$ cat src/rtl/core/kda_pkg.sv
package kda_pkg;

  // Configuration register indexes
  localparam int unsigned CFG_INDEX_W = 3;
  localparam int unsigned CFG_DATA_W  = 10;

  localparam logic [CFG_INDEX_W-1:0] REG_ACTIVE_HIGH       = 3'd0;
  localparam logic [CFG_INDEX_W-1:0] REG_DEBOUNCE_TICKS    = 3'd1;
  localparam logic [CFG_INDEX_W-1:0] REG_ONE_SHOT_ENABLE   = 3'd2;
  localparam logic [CFG_INDEX_W-1:0] REG_LONG_PRESS_ENABLE = 3'd3;
  localparam logic [CFG_INDEX_W-1:0] REG_HOLD_DELAY_TICKS  = 3'd4;
  localparam logic [CFG_INDEX_W-1:0] REG_REPEAT_PERIOD     = 3'd5;

  // Field widths
  localparam int unsigned DEB_W  = 8;
  localparam int unsigned HOLD_W = 10;
  localparam int unsigned REP_W  = 8;

  // Reset values
  localparam logic [DEB_W-1:0]  DEBOUNCE_RESET = 8'd20;
  localparam logic [HOLD_W-1:0] HOLD_RESET     = 10'd400;
  localparam logic [REP_W-1:0]  REPEAT_RESET   = 8'd100;

  typedef struct packed {
    logic              active_high;
    logic [DEB_W-1:0]  debounce_ticks;
    logic              one_shot_enable;
    logic              long_press_enable;
    logic [HOLD_W-1:0] hold_delay_ticks;
    logic [REP_W-1:0]  repeat_period_ticks;
  } cfg_t;

  typedef struct packed {
    logic key_event;
    logic debounced_pressed;
  } result_t;

endpackage

$ cat src/rtl/core/kda_engine.sv
// Debounce counters, armed flag, event latch and auto-repeat counters.
// State advances on step; result is the post-update value for the top to register.
module kda_engine (
  input  logic              clk,
  input  logic              rst,
  input  logic              step,
  input  logic              pin_level,
  input  kda_pkg::cfg_t     cfg,
  output kda_pkg::result_t  result
);

  logic [kda_pkg::DEB_W-1:0]  press_count, press_count_next;
  logic [kda_pkg::DEB_W-1:0]  release_count, release_count_next;
  logic                       armed_for_press, armed_for_press_next;
  logic                       event_latch, event_latch_next;
  logic [kda_pkg::HOLD_W-1:0] hold_count, hold_count_next;
  logic [kda_pkg::REP_W-1:0]  repeat_count, repeat_count_next;

  logic                       pressed;
  logic                       press_stable;
  logic                       release_stable;
  logic [kda_pkg::DEB_W:0]    press_inc;
  logic [kda_pkg::DEB_W:0]    release_inc;
  logic [kda_pkg::HOLD_W:0]   hold_inc;
  logic [kda_pkg::REP_W:0]    repeat_inc;

  always_comb begin
    pressed     = cfg.active_high ? pin_level : ~pin_level;
    press_inc   = {1'b0, press_count} + 1'b1;
    release_inc = {1'b0, release_count} + 1'b1;
    hold_inc    = {1'b0, hold_count} + 1'b1;
    repeat_inc  = {1'b0, repeat_count} + 1'b1;

    press_count_next     = press_count;
    release_count_next   = release_count;
    armed_for_press_next = armed_for_press;
    event_latch_next     = event_latch;
    hold_count_next      = hold_count;
    repeat_count_next    = repeat_count;

    if (pressed) begin
      release_count_next = '0;
      press_count_next = (press_inc >= {1'b0, cfg.debounce_ticks}) ?
                         cfg.debounce_ticks : press_inc[kda_pkg::DEB_W-1:0];
    end else begin
      press_count_next = '0;
      release_count_next = (release_inc >= {1'b0, cfg.debounce_ticks}) ?
                           cfg.debounce_ticks : release_inc[kda_pkg::DEB_W-1:0];
    end

    press_stable   = press_count_next >= cfg.debounce_ticks;
    release_stable = release_count_next >= cfg.debounce_ticks;

    if (press_stable && armed_for_press) begin
      armed_for_press_next = 1'b0;
      event_latch_next     = 1'b1;
    end else if (release_stable && !armed_for_press) begin
      armed_for_press_next = 1'b1;
      event_latch_next     = 1'b0;
    end else if (cfg.one_shot_enable) begin
      event_latch_next = 1'b0;
    end

    if (cfg.long_press_enable) begin
      if (pressed && press_stable) begin
        if (hold_count == '0) begin
          event_latch_next = 1'b1;
        end else if (hold_count == cfg.hold_delay_ticks) begin
          if (repeat_inc >= {1'b0, cfg.repeat_period_ticks}) begin
            repeat_count_next = '0;
            event_latch_next  = 1'b1;
          end else begin
            repeat_count_next = repeat_inc[kda_pkg::REP_W-1:0];
            event_latch_next  = 1'b0;
          end
        end else begin
          event_latch_next = 1'b0;
        end
        hold_count_next = (hold_inc >= {1'b0, cfg.hold_delay_ticks}) ?
                          cfg.hold_delay_ticks : hold_inc[kda_pkg::HOLD_W-1:0];
      end else if (!pressed && release_stable) begin
        hold_count_next   = '0;
        repeat_count_next = '0;
      end
    end

    result.key_event         = event_latch_next;
    result.debounced_pressed = ~armed_for_press_next;
  end

  always_ff @(posedge clk) begin
    if (rst) begin
      press_count     <= '0;
      release_count   <= '0;
      armed_for_press <= 1'b0;
      event_latch     <= 1'b0;
      hold_count      <= '0;
      repeat_count    <= '0;
    end else if (step) begin
      press_count     <= press_count_next;
      release_count   <= release_count_next;
      armed_for_press <= armed_for_press_next;
      event_latch     <= event_latch_next;
      hold_count      <= hold_count_next;
      repeat_count    <= repeat_count_next;
    end
  end

  // a run of one polarity always clears the other count
  assert property (@(posedge clk) disable iff (rst)
    !((press_count != '0) && (release_count != '0)))
    else $error("press and release counts both nonzero");

endmodule

$ cat src/rtl/core/key_debounce_autorepeat_unit.sv
// Key debouncer with optional auto-repeat. One pin sample per input beat
// (s_tdata[0]) gives exactly one result beat: key_event in m_tdata[0] and
// debounced_pressed in m_tdata[1]. The block takes one beat per clock cycle
// for as long as the output side keeps up; a sample waits in the input
// register until the output slot is free, and its result is then captured
// in the output register. The key state (debounce counters, armed flag,
// event latch, hold and repeat counters) updates once per sample, which is
// what sets that rate. Settings are written through the cfg
// port (indexes 0..5: active_high, debounce_ticks, one_shot_enable,
// long_press_enable, hold_delay_ticks, repeat_period_ticks); write them only
// while no beat is in flight. Reset values: active low, 20 ticks debounce,
// one-shot on, long press off, 400 ticks hold delay, 100 ticks repeat period.
module key_debounce_autorepeat_unit (
  input  logic                            clk,
  input  logic                            rst,
  // input stream
  input  logic                            s_tvalid,
  output logic                            s_tready,
  input  logic [7:0]                      s_tdata,   // [0] pin_level
  // output stream
  output logic                            m_tvalid,
  input  logic                            m_tready,
  output logic [7:0]                      m_tdata,   // [0] key_event, [1] debounced_pressed
  // configuration writes
  input  logic                            cfg_valid,
  output logic                            cfg_ready,
  input  logic [kda_pkg::CFG_INDEX_W-1:0] cfg_index,
  input  logic [kda_pkg::CFG_DATA_W-1:0]  cfg_data
);

  kda_pkg::cfg_t    cfg;
  kda_pkg::result_t result;

  // input register
  logic in_valid;
  logic in_pin;
  // output register
  logic out_valid;
  logic out_event;
  logic out_pressed;

  logic advance;   // input-register beat moves into the output register
  logic step;

  assign cfg_ready = 1'b1;

  // config register file
  always_ff @(posedge clk) begin
    if (rst) begin
      cfg.active_high         <= 1'b0;
      cfg.debounce_ticks      <= kda_pkg::DEBOUNCE_RESET;
      cfg.one_shot_enable     <= 1'b1;
      cfg.long_press_enable   <= 1'b0;
      cfg.hold_delay_ticks    <= kda_pkg::HOLD_RESET;
      cfg.repeat_period_ticks <= kda_pkg::REPEAT_RESET;
    end else if (cfg_valid) begin
      unique case (cfg_index)
        kda_pkg::REG_ACTIVE_HIGH:       cfg.active_high       <= cfg_data[0];
        kda_pkg::REG_DEBOUNCE_TICKS:    cfg.debounce_ticks    <= cfg_data[kda_pkg::DEB_W-1:0];
        kda_pkg::REG_ONE_SHOT_ENABLE:   cfg.one_shot_enable   <= cfg_data[0];
        kda_pkg::REG_LONG_PRESS_ENABLE: cfg.long_press_enable <= cfg_data[0];
        kda_pkg::REG_HOLD_DELAY_TICKS:  cfg.hold_delay_ticks  <= cfg_data[kda_pkg::HOLD_W-1:0];
        kda_pkg::REG_REPEAT_PERIOD:
          cfg.repeat_period_ticks <= cfg_data[kda_pkg::REP_W-1:0];
        default: ;  // unused index, write dropped
      endcase
    end
  end

  // output slot is free or being emptied this cycle
  assign advance  = !out_valid || m_tready;
  assign step     = in_valid && advance;
  assign s_tready = !in_valid || advance;

  always_ff @(posedge clk) begin
    if (rst) begin
      in_valid <= 1'b0;
    end else if (s_tready) begin
      in_valid <= s_tvalid;
    end
  end

  always_ff @(posedge clk) begin
    if (s_tvalid && s_tready) begin
      in_pin <= s_tdata[0];
    end
  end

  kda_engine u_engine (
    .clk       (clk),
    .rst       (rst),
    .step      (step),
    .pin_level (in_pin),
    .cfg       (cfg),
    .result    (result)
  );

  always_ff @(posedge clk) begin
    if (rst) begin
      out_valid <= 1'b0;
    end else if (advance) begin
      out_valid <= in_valid;
    end
  end

  always_ff @(posedge clk) begin
    if (step) begin
      out_event   <= result.key_event;
      out_pressed <= result.debounced_pressed;
    end
  end

  assign m_tvalid = out_valid;
  assign m_tdata  = {6'b0, out_pressed, out_event};

  // a result beat only leaves when taken
  assert property (@(posedge clk) disable iff (rst)
    $fell(out_valid) |-> $past(m_tready))
    else $error("result beat dropped");

  // a held input beat keeps its sample
  assert property (@(posedge clk) disable iff (rst)
    (in_valid && !advance) |=> (in_valid && $stable(in_pin)))
    else $error("stalled input beat lost");

  // a full output slot that is not taken keeps its result
  assert property (@(posedge clk) disable iff (rst)
    (out_valid && !m_tready) |=> (out_valid && $stable(out_event) && $stable(out_pressed)))
    else $error("stalled result beat changed");

endmodule
$ cat config.mk
export PLATFORM = sky130hd
export DESIGN_NAME = key_debounce_autorepeat_unit
export DESIGN_NICKNAME = d
export VERILOG_FILES = /design/src/rtl/core/kda_pkg.sv /design/src/rtl/core/kda_engine.sv /design/src/rtl/core/key_debounce_autorepeat_unit.sv
export SDC_FILE = /design/constraint.sdc
export NUM_CORES = 1
export LEC_CHECK = 0
export ABC_AREA = 1
export BUFFER_PORTS_ARGS = -buffer_cell sky130_fd_sc_hd__clkbuf_2
export CAP_MARGIN = 5
export CORE_ASPECT_RATIO = 1.25
export CORE_MARGIN = 5
export CORE_UTILIZATION = 45
export CTS_BUF_LIST = sky130_fd_sc_hd__clkbuf_8 sky130_fd_sc_hd__clkbuf_16
export DETAILED_ROUTE_END_ITERATION = 12
export GPL_TIMING_DRIVEN = 0
export MAX_ROUTING_LAYER = met4
export SYNTH_ARGS = -nofsm -noshare
export SYNTH_HDL_FRONTEND = slang
export SYNTH_SLANG_ARGS = --single-unit
$ cat constraint.sdc
create_clock -name clk -period 4.7 [get_ports clk]
set_clock_uncertainty 0.1 [all_clocks]
set_input_delay 0.94 -clock clk [delete_from_list [all_inputs] [get_ports clk]]
set_output_delay 0.94 -clock clk [all_outputs]
set_load 0.02 [all_outputs]
==> results.py, run 1 <==
metrics = {
    "die": {
        "fp.dieH_um": 129,
        "num_rows": 43,
        "die-area_mm2": 0.0136,
        "ios": 37,
        "initial_core_util_pct": 46.1,
        "core_mm2": 0.0111,
        "dieWidth_um": 105,
    },
    "drt": {
        "first_pass_iters": 5,
        "wl_um": 13600,
        "drc_errors": 0,
        "first_iter_violations": 258,
        "wire_per_inst_um": 14.7,
        "ant_nets": 0,
        "vias": 4914,
        "avgViaCountPerCell": 5.31,
    },
    "critical_path": {
        "crit_fanout": 9,
        "crit_slowest_cell": "dfxtp_1",
        "r2r_start": "u_engine.press_count[0]",
        "reg2reg_to": "u_engine.repeat_count[2]",
        "worst_path_most_repeated_cell": "nand2_1",
        "max_stage_delay_ps": 420,
        "worstSetupStartpointType": "register",
        "arrival_ps": 4340,
        "cp_data_required_time_ps": 4830,
        "worstSetupStartpoint": "u_engine.press_count[0]",
        "end_kind": "register",
        "critical_path_class": "register to register",
        "worstRegToRegCells": 26,
        "ff2ff_setup_slack_ps": 500,
    },
    "timing": {
        "slew_headroom_pct": 60.8,
        "slew_violations": 0,
        "hold_viol": 0,
        "setup_viol": 0,
        "fin_crit_sh_pct": 89.4,
        "setup_ws_ps": 497,
        "worst_pin_slew_ps": 589,
        "max_freq_mhz": 238,
        "finalCriticalPeriod_ps": 4200,
    },
    "pwr": {
        "p_per_area_mw_per_mm2": 302,
        "power_leakage_nw": 2.97,
        "pwr-share-seq_pct": 37.0,
        "max-vdd-ir-drop_uv": 239,
        "power_switching_uw": 519,
        "total_power_mw": 1.74,
        "pwr-share-comb_pct": 20.9,
        "pwr-share-clk_pct": 42.1,
        "p_sw_share_pct": 29.7,
        "p_int_mw": 1.22,
    },
    "clock_network": {
        "cts-root-buf": "clkbuf_16",
        "clk_latency_ps": 340,
        "hold_buffers": 0,
        "clock_path_buffers": 2,
        "cts_max_level": 3,
        "clk_pin_slew_ps": 60,
        "cts_buffers": 9,
        "cts_tree": "done",
        "numClockSinks": 70,
    },
    "cells_and_area": {
        "fillerInstances": 1150,
        "final_area_mm2": 0.00577,
        "n_antenna_cell": 0,
        "drive_gt1_share_pct": 8.86,
        "fin_util_pct": 51.8,
        "instances_no_fill": 925,
        "syn2layout_area_growth_pct": 12.4,
        "final_common_cell": "nand2_1",
        "seqCellArea_mm2": 0.00143,
        "multi_input_area_mm2": 0.00310,
        "fin_nets": 867,
        "layout_common_cells": "nand2_1, inv_1, a21oi_1",
    },
    "global_route": {
        "grtUsageMet1_pct": 24.2,
        "met3_usage_pct": 2.19,
        "grt_pass1_wl_um": 22700,
        "grt_use_total_pct": 21.4,
        "gr-total-overflow": 0,
        "grt_pass1_vias": 4651,
        "grt_busiest_layer": "met2",
        "use_met2_pct": 38.9,
        "antenna_found_initial": 0,
        "grt_max_degree": 13,
    },
    "logic_synthesis": {
        "synth_cell_type_count": 42,
        "synth-async-reset-ratio_pct": 0,
        "synth_cells": 748,
        "synth_edf_count": 3,
        "avgSynthCellArea_um2": 6.86,
        "netlist_area_mm2": 0.00513,
        "synth.ff_latch_count": 70,
        "synth-main-ff-cell": "dfxtp_1",
        "ys_seq_area_share_pct": 27.9,
        "ys_warn_count": 0,
    },
    "worst_hold_path": {
        "min_from": "in_valid",
        "hold_path.class": "register to register",
        "holdPathEnd": "m_tvalid",
        "whs_path_depth": 2,
    },
    "placement": {
        "portBuffers": 22,
        "place_area_mm2": 0.00543,
        "place_inst": 910,
        "dp_hpwl_um": 10500,
        "pre_cts_ws_ps": 162,
        "gp_congestion": 0.886,
    },
    "flow_run": {
        "maxCapViolCount": 0,
    },
    "run_status": {
        "status": "finished, final reports clean",
    },
}
[power groups by stage]
stage | Clock, mW | Combinational (mW) | Sequential (mW)
2_1_floorplan | 0 | 0.271 | 0.652
3_3_place_gp | 0 | 0.351 | 0.657
3_5_place_dp | 0 | 0.361 | 0.658
4_1_cts | 0.744 | 0.363 | 0.645
5_1_grt | 0.766 | 0.420 | 0.648
6_report | 0.734 | 0.364 | 0.645
[logic make-up after synthesis]
logic type	synth area share (%)
buffers and inverters	12.3
AND/OR/NAND/NOR	26.0
other	0.146
flip-flops	27.9
XOR/XNOR	3.39
AO/OA/AOI/OAI	16.8
adder cells (fa/ha/maj)	13.4
[synth_stat cells, types with 2 or more instances]
cell type	instances	share of area (%)
nand2_1	130	9.5
inv_1	120	8.8
a21oi_1	75	7.3
dfxtp_1	67	26
o21ai_0	57	5.6
ha_1	55	13
nand3_1	52	5.1
nor2_1	46	3.4
nand4_1	32	3.9
clkbuf_1	19	1.4
xor2_1	14	2.4
o211ai_1	11	1.6
buf_4	10	1.5
nor3_1	8	0.78
nand3b_1	5	0.73
o22ai_1	4	0.49
or2_2	4	0.49
xnor2_1	4	0.68
edfxtp_1	3	1.8
a21o_1	2	0.29
and3_1	2	0.24
buf_6	2	0.44
conb_1	2	0.15
nand2_2	2	0.24
nor2_2	2	0.24
nor2_4	2	0.44
o21a_1	2	0.29
o21bai_1	2	0.29
[sequential cells by signal, summed over array words and instances, names as in the netlist, 8 cells and up]
name	count
cfg	29
u_engine.hold_count	10
u_engine.press_count	8
u_engine.release_count	8
u_engine.repeat_count	8
[layer usage]
metal	share of wire, %	vias up
li1	-	2553
met1	42	2224
met2	52	112
met3	3.8	25
met4	2.4	0
met5	0	-
[final cells by class]
cell class / count / share of cell area, %
repair buffers: 22 / 1.91
multi-input cells: 529 / 53.8
plain buffers: 31 / 2.95
well taps: 135 / 2.93
flip-flops and latches: 70 / 24.8
clock buffers: 12 / 4.82
clock inverters: 3 / 0.738
inverters: 123 / 8.05
[critical path, delay by kind of cell (launching register included)]
family                     cells  cell delay, ps
and+or+nand+nor               16            1880
xor gates and xnor gates       1             190
buffers and inverters          4             400
adders and majority gates      3             780
DFF                            1             420
AOI/OAI and AO/OA              2             330
[how the worst max path moves through the flow]
| stage | endpoint | slack, ps | depth (start not counted) |
|---|---|---|---|
| final | u_engine.repeat_count[2] | 500 | 26 |
| after global routing | u_engine.repeat_count[0] | -4 | 26 |
| after floorplan | u_engine.hold_count[3] | 1080 | 24 |
| after global placement | u_engine.hold_count[2] | 240 | 24 |
| after CTS | u_engine.hold_count[3] | 150 | 24 |
| after detailed placement | u_engine.hold_count[3] | 160 | 24 |
[per-stage QoR]
| step | TNS, ps | hold WS (ps) |
|---|---|---|
| 2_1_floorplan | 0 | 327 |
| 3_3_place_gp | 0 | 352 |
| 3_5_place_dp | 0 | 365 |
| 4_1_cts | 0 | 374 |
| 5_1_grt | -4.18 | 394 |
| 6_report | 0 | 371 |
[what timing repair did]
| item | in CTS | in global routing |
|---|---|---|
| endpoints found under the setup margin | 0 | 19 |
| buffers inserted | 0 | 0 |
| resized for setup | 0 | 6 |
Note: power is estimated with default switching activity, not from simulation.
==> inputs of run 2 (changes only) <==
Settings changed: CELL_PAD_IN_SITES_DETAIL_PLACEMENT set to 1, CELL_PAD_IN_SITES_GLOBAL_PLACEMENT set to 1, CORE_UTILIZATION 45 to 44, PLACE_DENSITY_LB_ADDON set to 0.1.
==> results.py, run 2 (synthesized netlist as in run 1, its figures left out) <==
metrics = {
    "critical_path": {
        "max_stage_delay_ps": 410,
        "arrival_ps": 4430,
        "worstSetupStartpointType": "register",
        "ff2ff_setup_slack_ps": 400,
        "crit_slowest_cell": "dfxtp_1",
        "reg2reg_to": "u_engine.repeat_count[3]",
        "crit_buf_inv": 4,
        "critical_path_class": "register to register",
        "cp_data_required_time_ps": 4830,
        "worstRegToRegCells": 26,
        "end_kind": "register",
        "crit_fanout": 9,
        "worst_path_most_repeated_cell": "nand2_1",
        "r2r_start": "u_engine.press_count[0]",
        "crit_family": "simple AND/OR/NAND/NOR gates",
    },
    "die": {
        "fp.dieH_um": 131,
        "die-area_mm2": 0.0139,
        "initial_core_util_pct": 44.6,
        "dieWidth_um": 107,
        "ios": 37,
        "core_mm2": 0.0115,
        "num_rows": 44,
    },
    "cells_and_area": {
        "drive_gt1_share_pct": 8.98,
        "top_regs": "cfg: 29 flops, u_engine.hold_count: 10 flops",
        "syn2layout_area_growth_pct": 11.5,
        "n_antenna_cell": 0,
        "fin_nets": 867,
        "layout_common_cells": "nand2_1, inv_1, a21oi_1",
        "final_area_mm2": 0.00572,
        "largest_reg_flops": 29,
        "final_common_cell": "nand2_1",
        "fillerInstances": 1531,
        "regMostFlops": "cfg",
    },
    "timing": {
        "max_freq_mhz": 233,
        "slew_violations": 0,
        "hold_viol": 0,
        "slew_headroom_pct": 59.1,
        "fin_crit_sh_pct": 91.5,
        "worst_pin_slew_ps": 613,
        "setup_viol": 0,
        "hold_slack_ps": 372,
        "finalCriticalPeriod_ps": 4300,
    },
    "placement": {
        "place_area_mm2": 0.00543,
        "dp_hpwl_um": 12400,
        "portBuffers": 22,
        "gp_congestion": 0.829,
    },
    "clock_network": {
        "cts_buffers": 9,
        "cts_tree": "done",
        "clock_path_buffers": 2,
        "numClockSinks": 70,
        "cts-root-buf": "clkbuf_16",
        "clk_pin_slew_ps": 60,
        "clk_latency_ps": 330,
        "cts_max_level": 3,
        "post_cts_buffers": 0,
    },
    "pwr": {
        "max-vdd-ir-drop_uv": 176,
        "p_sw_share_pct": 32.1,
        "pwr-share-clk_pct": 38.3,
        "p_int_mw": 1.13,
        "pwr-share-comb_pct": 22.8,
        "power_leakage_nw": 2.94,
        "pwr-share-seq_pct": 38.9,
        "p_per_area_mw_per_mm2": 290,
        "power_switching_uw": 532,
    },
    "run_status": {
        "status": "finished, final reports clean",
    },
    "global_route": {
        "gr-total-overflow": 0,
        "antenna_found_initial": 0,
        "grt_pass1_vias": 5219,
        "grt_use_total_pct": 23.4,
        "grt_pass1_wl_um": 25300,
        "grt_max_degree": 13,
    },
    "flow_run": {
        "maxCapViolCount": 0,
    },
    "drt": {
        "avgViaCountPerCell": 5.44,
        "wl_um": 15500,
        "wire_per_inst_um": 16.7,
        "vias": 5050,
        "first_pass_iters": 4,
        "first_iter_violations": 194,
        "drc_errors": 0,
        "ant_nets": 0,
    },
    "worst_hold_path": {
        "min_from": "cfg[18]",
        "holdPathEnd": "cfg[18]",
        "whs_path_depth": 2,
        "hold_path.class": "register to register",
    },
}
run 2: cell count changes in the layout (fill, tap and decap cells not counted), sizes merged:
cell	change
clkbuf	-2
clkinvlp	+2
bufinv	-1
clkinv	+1
inv	+1
run 2: layer usage:
metal / GRT usage (%) / part of all wire [%] / vias to the layer above
met5: - / 0 / -
met4: 6.85 / 1.9 / 0
met3: 2.65 / 2.3 / 24
met2: 45.8 / 56 / 63
met1: 24.6 / 40 / 2410
li1: - / - / 2553
run 2: repair_timing:
item | in CTS | in global routing
gates resized for setup | 0 | 6
hold buffers | 0 | 0
endpoints found under the setup margin | 0 | 19
run 2: tightest hold or removal path, cell delays in order, from the launching register on:
cell	delay [ps]
dfxtp_1	320
inv_1	50
a21oi_1	50
run 2: cell type report:
cell class	instances	area [um^2]	share of cell area (%)
tap	138	173	3.02
clock inverter	6	37.5	0.656
timing repair buffer	22	110	1.93
sequential	70	1430	25.0
clock buffer	10	239	4.18
multi-input combinational	529	3090	54.1
buffer	31	170	2.98
inverter	123	464	8.12
run 2: worst max path at each step:
stage	start	end	slack, ps	depth (start not counted)
2_1_floorplan	u_engine.press_count[0]	u_engine.hold_count[3]	1080	24
3_3_place_gp	u_engine.press_count[0]	u_engine.hold_count[2]	200	24
3_5_place_dp	u_engine.press_count[0]	u_engine.hold_count[7]	80	24
4_1_cts	u_engine.press_count[0]	u_engine.hold_count[3]	60	24
5_1_grt	u_engine.press_count[0]	u_engine.repeat_count[3]	-30	26
6_report	u_engine.press_count[0]	u_engine.repeat_count[3]	400	26
run 2: power groups by stage:
| stage | Sequential (mW) | Clock [mW] | Combinational [mW] |
|---|---|---|---|
| 6_report | 0.646 | 0.635 | 0.379 |
| 3_5_place_dp | 0.659 | 0 | 0.373 |
| 2_1_floorplan | 0.652 | 0 | 0.271 |
| 4_1_cts | 0.646 | 0.647 | 0.377 |
| 5_1_grt | 0.649 | 0.675 | 0.430 |
| 3_3_place_gp | 0.657 | 0 | 0.353 |
run 2: per-stage QoR:
stage	utilization (%)	power, mW	worst slack, ps	instances	setup TNS [ps]
6_report	49.7	1.66	401	929	0
2_1_floorplan	-	0.923	1080	753	0
3_5_place_dp	47.2	1.03	76.8	913	0
4_1_cts	49.6	1.67	55.1	929	0
3_3_place_gp	47.2	1.01	198	913	0
5_1_grt	49.7	1.75	-28.8	929	-42.9
==> inputs of run 3 (changes only) <==
Clock period 4.7 ns to 4 ns, I/O delays scaled along.
==> results.py, run 3 (synthesized netlist as in run 1, its figures left out) <==
metrics = {
    "placement": {
        "gp_congestion": 0.829,
        "portBuffers": 22,
        "dp_hpwl_um": 12400,
    },
    "cells_and_area": {
        "fin_nets": 906,
        "syn2layout_area_growth_pct": 29.1,
        "final_common_cell": "inv_1",
        "fillerInstances": 1487,
        "top_regs": "cfg: 29 flops, u_engine.hold_count: 10 flops",
        "regMostFlops": "cfg",
        "multi_input_area_mm2": 0.00364,
        "largest_reg_flops": 29,
        "layout_common_cells": "inv_1, nand2_1, a21oi_1",
        "drive_gt1_share_pct": 23.9,
        "seqCellArea_mm2": 0.00145,
        "n_antenna_cell": 0,
    },
    "timing": {
        "slew_headroom_pct": 49.3,
        "worst_pin_slew_ps": 760,
        "hold_slack_ps": 376,
        "finalCriticalPeriod_ps": 4010,
        "hold_viol": 0,
        "slew_violations": 0,
        "max_freq_mhz": 249,
        "rsz0062_at_grt": "yes",
        "fin_crit_sh_pct": 100,
        "setup_viol": 1,
        "setup_ws_ps": -12.6,
    },
    "flow_run": {
        "maxCapViolCount": 0,
    },
    "global_route": {
        "gr-total-overflow": 0,
        "grt_use_total_pct": 24.0,
        "grt_pass1_vias": 5363,
        "grt_pass1_wl_um": 25900,
        "grt_max_degree": 13,
        "antenna_found_initial": 0,
    },
    "worst_hold_path": {
        "holdPathEnd": "cfg[4]",
        "min_from": "cfg[4]",
        "hold_path.class": "register to register",
        "whs_path_depth": 2,
    },
    "drt": {
        "ant_nets": 0,
        "vias": 5517,
        "first_iter_violations": 224,
        "avgViaCountPerCell": 5.70,
        "wl_um": 18600,
        "first_pass_iters": 5,
        "drc_errors": 0,
        "wire_per_inst_um": 19.2,
    },
    "clock_network": {
        "cts_max_level": 3,
        "cts-root-buf": "clkbuf_16",
        "cts_tree": "done",
        "numClockSinks": 70,
        "clock_path_buffers": 2,
        "cts_buffers": 9,
        "hold_buffers": 0,
        "clk_pin_slew_ps": 60,
        "clk_latency_ps": 340,
    },
    "pwr": {
        "max-vdd-ir-drop_uv": 209,
        "p_per_area_mw_per_mm2": 331,
        "power_leakage_nw": 3.23,
        "total_power_mw": 2.19,
    },
    "critical_path": {
        "worstRegToRegCells": 26,
        "ff2ff_setup_slack_ps": -10,
        "cp_data_required_time_ps": 3990,
        "end_kind": "register",
        "arrival_ps": 4000,
        "crit_fanout": 8,
        "worstSetupStartpointType": "register",
        "r2r_start": "u_engine.press_count[1]",
        "reg2reg_to": "out_event",
        "critical_path_class": "register to register",
    },
    "die": {
        "initial_core_util_pct": 44.6,
        "ios": 37,
        "dieWidth_um": 107,
        "die-area_mm2": 0.0139,
        "core_mm2": 0.0115,
        "fp.dieH_um": 131,
        "num_rows": 44,
    },
    "run_status": {
        "status": "finished with violations",
        "violations": "setup timing",
    },
}
run 3: changes by cell type in the layout (fill, tap and decap cells not counted), sizes merged:
cell and change:
buf +38, clkbuf -2, clkinv +1, nand2 +1, nor2 +1
run 3: cell type report:
| cell class | count | share of cell area [%] |
|---|---|---|
| buffer | 30 | 2.61 |
| clock buffer | 10 | 3.61 |
| clock inverter | 6 | 0.567 |
| inverter | 123 | 7.28 |
| multi-input combinational | 531 | 54.9 |
| sequential | 70 | 21.9 |
| tap | 138 | 2.61 |
| timing repair buffer | 59 | 6.41 |
| timing repair inverter | 1 | 0.132 |
run 3: per-stage QoR:
step / setup slack (ps) / instance area [um^2] / TNS (ps) / std cells / utilization [%]
3_3_place_gp: -502 / 5430 / -7630 / 913 / 47.2
6_report: -12.6 / 6620 / -12.6 / 968 / 57.5
2_1_floorplan: 379 / 5150 / 0 / 753 / -
4_1_cts: 1.69 / 5910 / 0 / 943 / 51.3
5_1_grt: -176 / 6620 / -2710 / 968 / 57.5
3_5_place_dp: -623 / 5430 / -9950 / 913 / 47.2
run 3: routing by layer:
metal | track usage (%) | routed length (um)
met5 | - | 0
met1 | 25.0 | 7080
met4 | 7.90 | 628
met2 | 46.8 | 10400
met3 | 2.75 | 530
run 3: what timing repair did:
| item | in CTS | in global routing |
|---|---|---|
| endpoints found under the setup margin | 20 | 22 |
| cloned | 1 | 2 |
| gates resized for setup | 29 | 107 |
| pin swaps | 8 | 29 |
| endpoints found under the hold margin | 0 | 0 |
| buffers inserted | 13 | 24 |
run 3: worst max path at each step:
stage | start | to | slack, ps | cells past startpoint
2_1_floorplan | u_engine.press_count[0] | u_engine.hold_count[3] | 380 | 24
3_3_place_gp | u_engine.press_count[0] | u_engine.hold_count[2] | -500 | 24
3_5_place_dp | u_engine.press_count[0] | u_engine.hold_count[7] | -620 | 24
4_1_cts | u_engine.release_count[0] | u_engine.hold_count[3] | 2 | 28
5_1_grt | u_engine.press_count[3] | out_event | -180 | 27
6_report | u_engine.press_count[1] | out_event | -10 | 26
run 3: worst max-delay path, cell delays in order (launching register included):
cell	delay, ps
dfxtp_4	370
ha_4	150
nand3_4	80
nand3b_1	250
xor2_2	250
inv_2	70
ha_4	270
o211a_1	140
nand2_1	50
nand2_2	80
nand2_4	90
nand2_4	120
nand2_1	90
nand3_1	130
inv_1	80
ha_1	280
nand2_1	90
nor2_4	120
nand4_1	190
nand3_2	180
nand2_4	100
inv_6	100
nand2_2	60
nor2_2	90
nand2_1	60
nand2_1	90
inv_1	50
run 3: power breakdown:
part / switching [mW] / total (mW) / internal, mW
Clock: 0.318 / 0.753 / 0.434
Sequential: 0.0301 / 0.765 / 0.735
Combinational: 0.407 / 0.674 / 0.267
Total: 0.756 / 2.19 / 1.44
